**src/rtl/core/rth_pkg.sv**
```systemverilog
// Shared types and constants for the 8-bit RGB to HSV converter.
// No dependencies; imported by every module of the block.
`default_nettype none

package rth_pkg;

  // Scale factors and hue base points on the 0..255 circle
  localparam logic [7:0] HsvFull  = 8'd255;
  localparam logic [7:0] HsvSixth = 8'd43;
  localparam logic [7:0] HsvGreen = 8'd85;
  localparam logic [7:0] HsvBlue  = 8'd171;

  // Divider geometry: 16-bit dividend, 8-bit divisor, one quotient bit per stage
  localparam int unsigned ChanW     = 8;
  localparam int unsigned NumW      = 2 * ChanW;
  localparam int unsigned QuoW      = ChanW;
  localparam int unsigned DivStages = QuoW;

  typedef logic [ChanW-1:0] chan_t;
  typedef logic [NumW-1:0]  num_t;

  // Data that rides alongside the divider stages
  typedef struct packed {
    chan_t hi;     // largest channel
    chan_t base;   // hue base point
    logic  neg;    // hue offset is negative
    logic  grey;   // spread is zero (black included)
  } side_t;

endpackage

`default_nettype wire

```
**src/rtl/core/rth_div_pipe.sv**
```systemverilog
// Pipelined restoring divider: one quotient bit per register stage.
// Depends on rth_pkg. Quotient must fit in QuoW bits (num < den * 2**QuoW).
`default_nettype none

module rth_div_pipe (
  input  wire                 clk_i,
  input  wire                 en_i,
  input  wire  rth_pkg::num_t  num_i,
  input  wire  rth_pkg::chan_t den_i,
  output logic [rth_pkg::QuoW-1:0] quo_o
);
  import rth_pkg::*;

  num_t           work_q [DivStages];
  chan_t          den_q  [DivStages];
  logic [QuoW-1:0] quo_q [DivStages];

  for (genvar s = 0; s < DivStages; s++) begin : g_stage
    num_t            work_in;
    chan_t           den_in;
    logic [QuoW-1:0] quo_in;
    logic [ChanW:0]  trial;
    logic            fit;
    chan_t           rem_d;

    if (s == 0) begin : g_first
      assign work_in = num_i;
      assign den_in  = den_i;
      assign quo_in  = '0;
    end else begin : g_next
      assign work_in = work_q[s-1];
      assign den_in  = den_q[s-1];
      assign quo_in  = quo_q[s-1];
    end

    // Bring down the next dividend bit and try the subtract
    assign trial = work_in[NumW-1:NumW-ChanW-1];
    assign fit   = trial >= {1'b0, den_in};

    always_comb begin
      if (fit) begin
        rem_d = ChanW'(trial - {1'b0, den_in});
      end else begin
        rem_d = trial[ChanW-1:0];
      end
    end

    // Advance partial remainder, divisor and quotient bits
    always_ff @(posedge clk_i) begin
      if (en_i) begin
        work_q[s] <= {rem_d, work_in[NumW-ChanW-2:0], 1'b0};
        den_q[s]  <= den_in;
        quo_q[s]  <= {quo_in[QuoW-2:0], fit};
      end
    end
  end

  assign quo_o = quo_q[DivStages-1];

endmodule

`default_nettype wire

```
**src/rtl/core/rgb_to_hsv_8bit.sv**
```systemverilog
// Stages from request acceptance to result: max/min, dividend, eight divider
// stages, output. Throughput: one pixel per cycle while the output is not
// stalled; the two divisions run in parallel bit-per-stage pipelines.
// A stalled output freezes the whole pipeline; nothing is dropped or repeated.
// Reset (rst_ni low, asynchronous) clears all valid bits; payload is not reset.
`default_nettype none

module rgb_to_hsv_8bit (
  input  wire                  clk_i,
  input  wire                  rst_ni,
  input  wire                  in_valid_i,
  output logic                 in_ready_o,
  input  wire  rth_pkg::chan_t red_i,
  input  wire  rth_pkg::chan_t green_i,
  input  wire  rth_pkg::chan_t blue_i,
  output logic                 out_valid_o,
  input  wire                  out_ready_i,
  output rth_pkg::chan_t       hue_o,
  output rth_pkg::chan_t       saturation_o,
  output rth_pkg::chan_t       brightness_o
);
  import rth_pkg::*;

  logic en;

  // Stage 1 registers: extremes, base point and offset magnitude
  logic  s1_vld_q;
  chan_t s1_hi_q, s1_spread_q, s1_base_q, s1_mag_q;
  logic  s1_neg_q;

  // Stage 2 registers: dividends and divisors
  logic  s2_vld_q;
  num_t  s2_sat_num_q, s2_hue_num_q;
  chan_t s2_spread_q;
  side_t s2_side_q;

  // Side line through the divider
  logic  div_vld_q  [DivStages];
  side_t div_side_q [DivStages];

  logic [QuoW-1:0] sat_quo, hue_quo;

  // Output register
  logic  out_vld_q;
  chan_t hue_q, sat_q, bri_q;

  // Advance the whole pipeline unless the output holds an untaken result
  assign en         = !out_vld_q || out_ready_i;
  assign in_ready_o = en;

  // Max, min and hue base selection (red wins ties, then green)
  chan_t    hi_d, lo_d, base_d, x_d, y_d, mag_d;
  logic [ChanW:0] diff_d;
  always_comb begin
    hi_d = (red_i > green_i) ? red_i : green_i;
    if (blue_i > hi_d) begin
      hi_d = blue_i;
    end
    lo_d = (red_i < green_i) ? red_i : green_i;
    if (blue_i < lo_d) begin
      lo_d = blue_i;
    end
    if (hi_d == red_i) begin
      base_d = '0;
      x_d    = green_i;
      y_d    = blue_i;
    end else if (hi_d == green_i) begin
      base_d = HsvGreen;
      x_d    = blue_i;
      y_d    = red_i;
    end else begin
      base_d = HsvBlue;
      x_d    = red_i;
      y_d    = green_i;
    end
    diff_d = {1'b0, x_d} - {1'b0, y_d};
    mag_d  = diff_d[ChanW] ? ChanW'(-diff_d) : diff_d[ChanW-1:0];
  end

  always_ff @(posedge clk_i or negedge rst_ni) begin
    if (!rst_ni) begin
      s1_vld_q <= 1'b0;
    end else if (en) begin
      s1_vld_q <= in_valid_i;
    end
  end

  always_ff @(posedge clk_i) begin
    if (en) begin
      s1_hi_q     <= hi_d;
      s1_spread_q <= hi_d - lo_d;
      s1_base_q   <= base_d;
      s1_mag_q    <= mag_d;
      s1_neg_q    <= diff_d[ChanW];
    end
  end

  // Form the scaled dividends: 255 * spread and 43 * |diff|
  always_ff @(posedge clk_i or negedge rst_ni) begin
    if (!rst_ni) begin
      s2_vld_q <= 1'b0;
    end else if (en) begin
      s2_vld_q <= s1_vld_q;
    end
  end

  always_ff @(posedge clk_i) begin
    if (en) begin
      s2_sat_num_q   <= NumW'(s1_spread_q) * NumW'(HsvFull);
      s2_hue_num_q   <= NumW'(s1_mag_q) * NumW'(HsvSixth);
      s2_spread_q    <= s1_spread_q;
      s2_side_q.hi   <= s1_hi_q;
      s2_side_q.base <= s1_base_q;
      s2_side_q.neg  <= s1_neg_q;
      s2_side_q.grey <= (s1_spread_q == '0);
    end
  end

  // Saturation divides by value, hue offset by spread
  rth_div_pipe u_sat_div (
    .clk_i (clk_i),
    .en_i  (en),
    .num_i (s2_sat_num_q),
    .den_i (s2_side_q.hi),
    .quo_o (sat_quo)
  );

  rth_div_pipe u_hue_div (
    .clk_i (clk_i),
    .en_i  (en),
    .num_i (s2_hue_num_q),
    .den_i (s2_spread_q),
    .quo_o (hue_quo)
  );

  // Carry valid and side data alongside the divider stages
  for (genvar s = 0; s < DivStages; s++) begin : g_side
    logic  vld_in;
    side_t side_in;
    if (s == 0) begin : g_first
      assign vld_in  = s2_vld_q;
      assign side_in = s2_side_q;
    end else begin : g_next
      assign vld_in  = div_vld_q[s-1];
      assign side_in = div_side_q[s-1];
    end

    always_ff @(posedge clk_i or negedge rst_ni) begin
      if (!rst_ni) begin
        div_vld_q[s] <= 1'b0;
      end else if (en) begin
        div_vld_q[s] <= vld_in;
      end
    end

    always_ff @(posedge clk_i) begin
      if (en) begin
        div_side_q[s] <= side_in;
      end
    end
  end

  // Apply the signed offset to the base, force hue and saturation of grey pixels to zero
  side_t side_last;
  chan_t hue_d, sat_d;
  assign side_last = div_side_q[DivStages-1];
  always_comb begin
    if (side_last.grey) begin
      hue_d = '0;
      sat_d = '0;
    end else begin
      hue_d = side_last.neg ? side_last.base - ChanW'(hue_quo)
                            : side_last.base + ChanW'(hue_quo);
      sat_d = ChanW'(sat_quo);
    end
  end

  always_ff @(posedge clk_i or negedge rst_ni) begin
    if (!rst_ni) begin
      out_vld_q <= 1'b0;
    end else if (en) begin
      out_vld_q <= div_vld_q[DivStages-1];
    end
  end

  always_ff @(posedge clk_i) begin
    if (en) begin
      hue_q <= hue_d;
      sat_q <= sat_d;
      bri_q <= side_last.hi;
    end
  end

  assign out_valid_o  = out_vld_q;
  assign hue_o        = hue_q;
  assign saturation_o = sat_q;
  assign brightness_o = bri_q;

endmodule

`default_nettype wire

```
**config.mk**
```make
export PLATFORM = sky130hd
export DESIGN_NAME = rgb_to_hsv_8bit
export DESIGN_NICKNAME = d
export VERILOG_FILES = /design/src/rtl/core/rth_pkg.sv /design/src/rtl/core/rth_div_pipe.sv /design/src/rtl/core/rgb_to_hsv_8bit.sv
export SDC_FILE = /design/constraint.sdc
export NUM_CORES = 1
export LEC_CHECK = 0
export ABC_AREA = 1
export BUFFER_PORTS_ARGS = -buffer_cell sky130_fd_sc_hd__buf_2
export CORE_MARGIN = 2
export CORE_UTILIZATION = 45
export CTS_CLUSTER_DIAMETER = 150
export DETAILED_ROUTE_END_ITERATION = 12
export GPL_TIMING_DRIVEN = 0
export PLACE_DENSITY = 0.68
export SLEW_MARGIN = 10
export SYNTH_ARGS = -nofsm -noshare
export SYNTH_HDL_FRONTEND = slang
export SYNTH_HIERARCHICAL = 1
export SYNTH_SLANG_ARGS = --single-unit
```
**constraint.sdc**
```tcl
create_clock -name clk_i -period 96 [get_ports clk_i]
set_input_delay 24 -clock clk_i [delete_from_list [all_inputs] [get_ports clk_i]]
set_output_delay 24 -clock clk_i [all_outputs]
set_load 0.1 [all_outputs]
```
==> impl_table.tex <==
\begin{tabular}{lr}
\hline
Metric & Value \\
\hline
\multicolumn{2}{l}{\textbf{Min path}} \\
Hold crit path type & reg2reg \\
Hold path start & u\_sat\_div/quo\_q[1][1] \\
Worst Hold Depth & 0 \\
Worst Hold End & u\_sat\_div/quo\_q[1][10] \\
\multicolumn{2}{l}{\textbf{Global routing}} \\
Pin count of the biggest net entering global routing & 40 \\
Number of antenna violations at the first check in global routing & 0 \\
Via count of the first global-routing pass & slightly below 20000 \\
First-pass GRT wire length & approximately 94 mm \\
Overflow left after global routing & 0 \\
Global router's overall resource usage & 0.154 \\
\multicolumn{2}{l}{\textbf{Layout}} \\
Proportion of layout cells with a drive suffix above 1 & 0.102 \\
Fill cell total of the finished layout & a little over 6000 \\
\# nets final & 3539 \\
Synthesis-to-layout area growth & 11.9\% \\
\multicolumn{2}{l}{\textbf{Die}} \\
Row cnt & 97 \\
Core region area & about 70000 um\^{}2 \\
Die boundary width & 269 um \\
DIE AREA & 72400 um\^{}2 \\
Chip height & around 270 um \\
Initial standard-cell utilization of the core & 0.453 \\
Number of placed I/O pins & 54 \\
\multicolumn{2}{l}{\textbf{STA}} \\
Setup TNS & 0 ns \\
Setup violations, final & 0 \\
Max-slew violation count & 0 \\
Final hold violation count & 0 \\
Maximum achievable frequency & 20.3 MHz \\
Clk\_skew & between 0.01 and 0.015 ns \\
Transition time at the pin with the least slew margin & $\sim$0.73 ns \\
Worst max-slew margin expressed relative to the limit & 0.507 \\
Final hold slack & 0.414 ns \\
Final critical-path share of the clock period & 0.513 \\
Unrepaired setup endpoints after global routing & no \\
Post-layout minimum cycle time & 49.26 ns \\
\multicolumn{2}{l}{\textbf{Clocking}} \\
Sinks on Clock Net & about 570 \\
Clock-pin transition on the worst setup and hold timing paths & 0.06 ns \\
Clock insertion delay at the later pin of the skew report & approximately 0.6 ns \\
H-Tree Depth & 2 \\
Number of buffers on the longest clock path & 3 \\
CTS hold repair buffers & 0 \\
CTS Root Cell & clkbuf\_16 \\
Inserted Clock Buffers & 59 \\
Clock tree from TritonCTS & done \\
\# resized after CTS & 0 \\
Number of setup buffers added after CTS & 0 \\
\multicolumn{2}{l}{\textbf{Worst setup path}} \\
Endpoint of the worst-slack reg-to-reg timing path & s2\_sat\_num\_q[15] \\
Worst R2R Path Depth & 17 \\
Startpoint kind of the worst setup timing path & input port \\
Critical Path End Type & output port \\
Reg2Reg Launch Point & s1\_spread\_q[3] \\
CP Launch Point & out\_ready\_i \\
Critical Path AT & between 20 and 30 ns \\
Critical path type & in2out \\
Required time at the endpoint of the critical path & about 72 ns \\
Crit Path Max Fanout & 23 \\
Setup slack of the worst register-to-register path & approximately 91 ns \\
\multicolumn{2}{l}{\textbf{Synthesis}} \\
Synth Instances & around 3100 \\
Top cells by instance count after synthesis & 806 x nand2\_1, 558 x edfxtp\_1, 505 x inv\_1, 310 x nand3\_1, 250 x ha\_1 \\
Synthesized area & 31600 um\^{}2 \\
Flops \& latches, synth & about 570 \\
Most used flip-flop cell after synthesis & edfxtp\_1 \\
Most instantiated library cell after synthesis & nand2\_1 \\
Number of unique standard cell types used by synthesis & 52 \\
Top post-synthesis cells by area & edfxtp\_1 53\%, ha\_1 9.9\%, nand2\_1 9.6\% \\
Fraction of synthesized cell area taken by the top area cell type & 0.530 \\
Sequential area share after synthesis & 0.538 \\
Number of flops mapped to enable cells by yosys & 558 \\
Synth warn & 6 \\
Mean post-synth cell area & 10.3 um\^{}2 \\
Post-synth ARST share & 0.0193 \\
Leading area contributor after synthesis & edfxtp\_1 \\
\multicolumn{2}{l}{\textbf{Route}} \\
First-iteration detailed-routing DRC count & 1040 \\
Via/cell ratio & between 4 and 5 \\
Post-Route WL & roughly 55 mm \\
Drt first pass iters & 5 \\
Antenna Violating Nets Remaining & 0 \\
Remaining DRCs & 0 \\
Detailed-route via count & 20200 \\
Average wire per standard cell & $\sim$13 um \\
\multicolumn{2}{l}{\textbf{Job}} \\
Max capacitance violation total & 0 \\
\multicolumn{2}{l}{\textbf{Outcome}} \\
Run status & completed \\
\multicolumn{2}{l}{\textbf{Placement}} \\
Total half-perimeter wirelength after legalization and detailed placement & between 40 and 50 mm \\
Buffers added on ports & between 50 and 60 \\
Last weighted congestion value of the routability-driven placer & $\sim$0.89 \\
\hline
\end{tabular}
how the worst max path moves through the flow:
| stage | to | cells past startpoint |
|---|---|---|
| 6_report | in_ready_o | 5 |
| 5_1_grt | in_ready_o | 5 |
| 4_1_cts | in_ready_o | 5 |
| 3_5_place_dp | in_ready_o | 5 |
| 3_3_place_gp | in_ready_o | 5 |
| 2_1_floorplan | in_ready_o | 3 |
sequential cells by signal, summed over array words and instances, names as in the netlist, 3 cells and up:
register and cells:
div_side_q 104, u_hue_div/work_q 84, u_sat_div/work_q 84, u_hue_div/den_q 56, u_sat_div/den_q 56, u_hue_div/quo_q 36
u_sat_div/quo_q 36, s2_sat_num_q 16, s2_hue_num_q 14, g_side.side_in 13, brightness_o 8, g_side.vld_in 8
hue_o 8, s1_hi_q 8, s1_mag_q 8, s1_spread_q 8, saturation_o 8, s2_spread_q 7
s1_base_q 3
cell families (layout without fill, tap and decap cells):
kind of cell	after synthesis	count (layout)	synth area share
compound gates	153	153	0.0284
fa+ha+maj	306	306	0.134
flops	569	569	0.538
buf+inv	554	734	0.0712
mux	9	9	0.00320
xor+xnor	86	86	0.0238
simple gates	1392	1392	0.201
other cells	1	6	0.000119
area by class of cell:
class | count | area (um^2) | area share
antenna | 1 | 2.50 | 0.0000707
buffer | 33 | 295 | 0.00834
clock buffer | 71 | 1540 | 0.0436
clock inverter | 39 | 412 | 0.0116
inverter | 521 | 1960 | 0.0553
multi-input combinational | 1951 | 12400 | 0.349
sequential | 569 | 17000 | 0.481
tap | 940 | 1180 | 0.0332
timing repair buffer | 70 | 606 | 0.0171
stage by stage:
stage	std cells	util	area (um^2)	setup WS [ns]
2_1_floorplan	3074	-	31600	31.87
4_1_cts	4194	0.507	35400	46.70
5_1_grt	4194	0.507	35400	46.62
6_report	4195	0.507	35400	46.74
3_5_place_dp	4084	0.479	33400	46.70
3_3_place_gp	4067	0.474	33100	24.54
worst max-delay path: stages:
cell	delay, ns
buf_2	0.07
inv_1	0.03
nand2_1	0.13
buf_2	0.48
buf_2	0.53
metal layers:
layer | global-route usage | wire [um] | vias to the layer above
met5 | 0 | 0 | -
met4 | 0.0509 | 1560 | 0
met3 | 0.0223 | 1760 | 107
met2 | 0.279 | 27900 | 280
met1 | 0.188 | 24000 | 9365
li1 | - | - | 10500
layout by cell type (no fill, tap or decap), types with 12 or more instances in the layout:
master,instances
nand2_1,806
edfxtp_1,558
inv_1,505
nand3_1,310
ha_1,250
nor2_1,116
a21oi_1,83
clkbuf_16,60
xor2_1,59
buf_2,58
fa_1,56
nand2_2,29
nand4_1,29
o21ai_0,27
xnor2_1,27
nand2_4,21
buf_6,20
buf_12,17
clkbuf_1,15
nor3_1,15
a21oi_2,15
nor2_2,13
inv_2,12
Power is not shown: default switching activity piles up to over one toggle a cycle in this logic, so the estimate is an artifact.
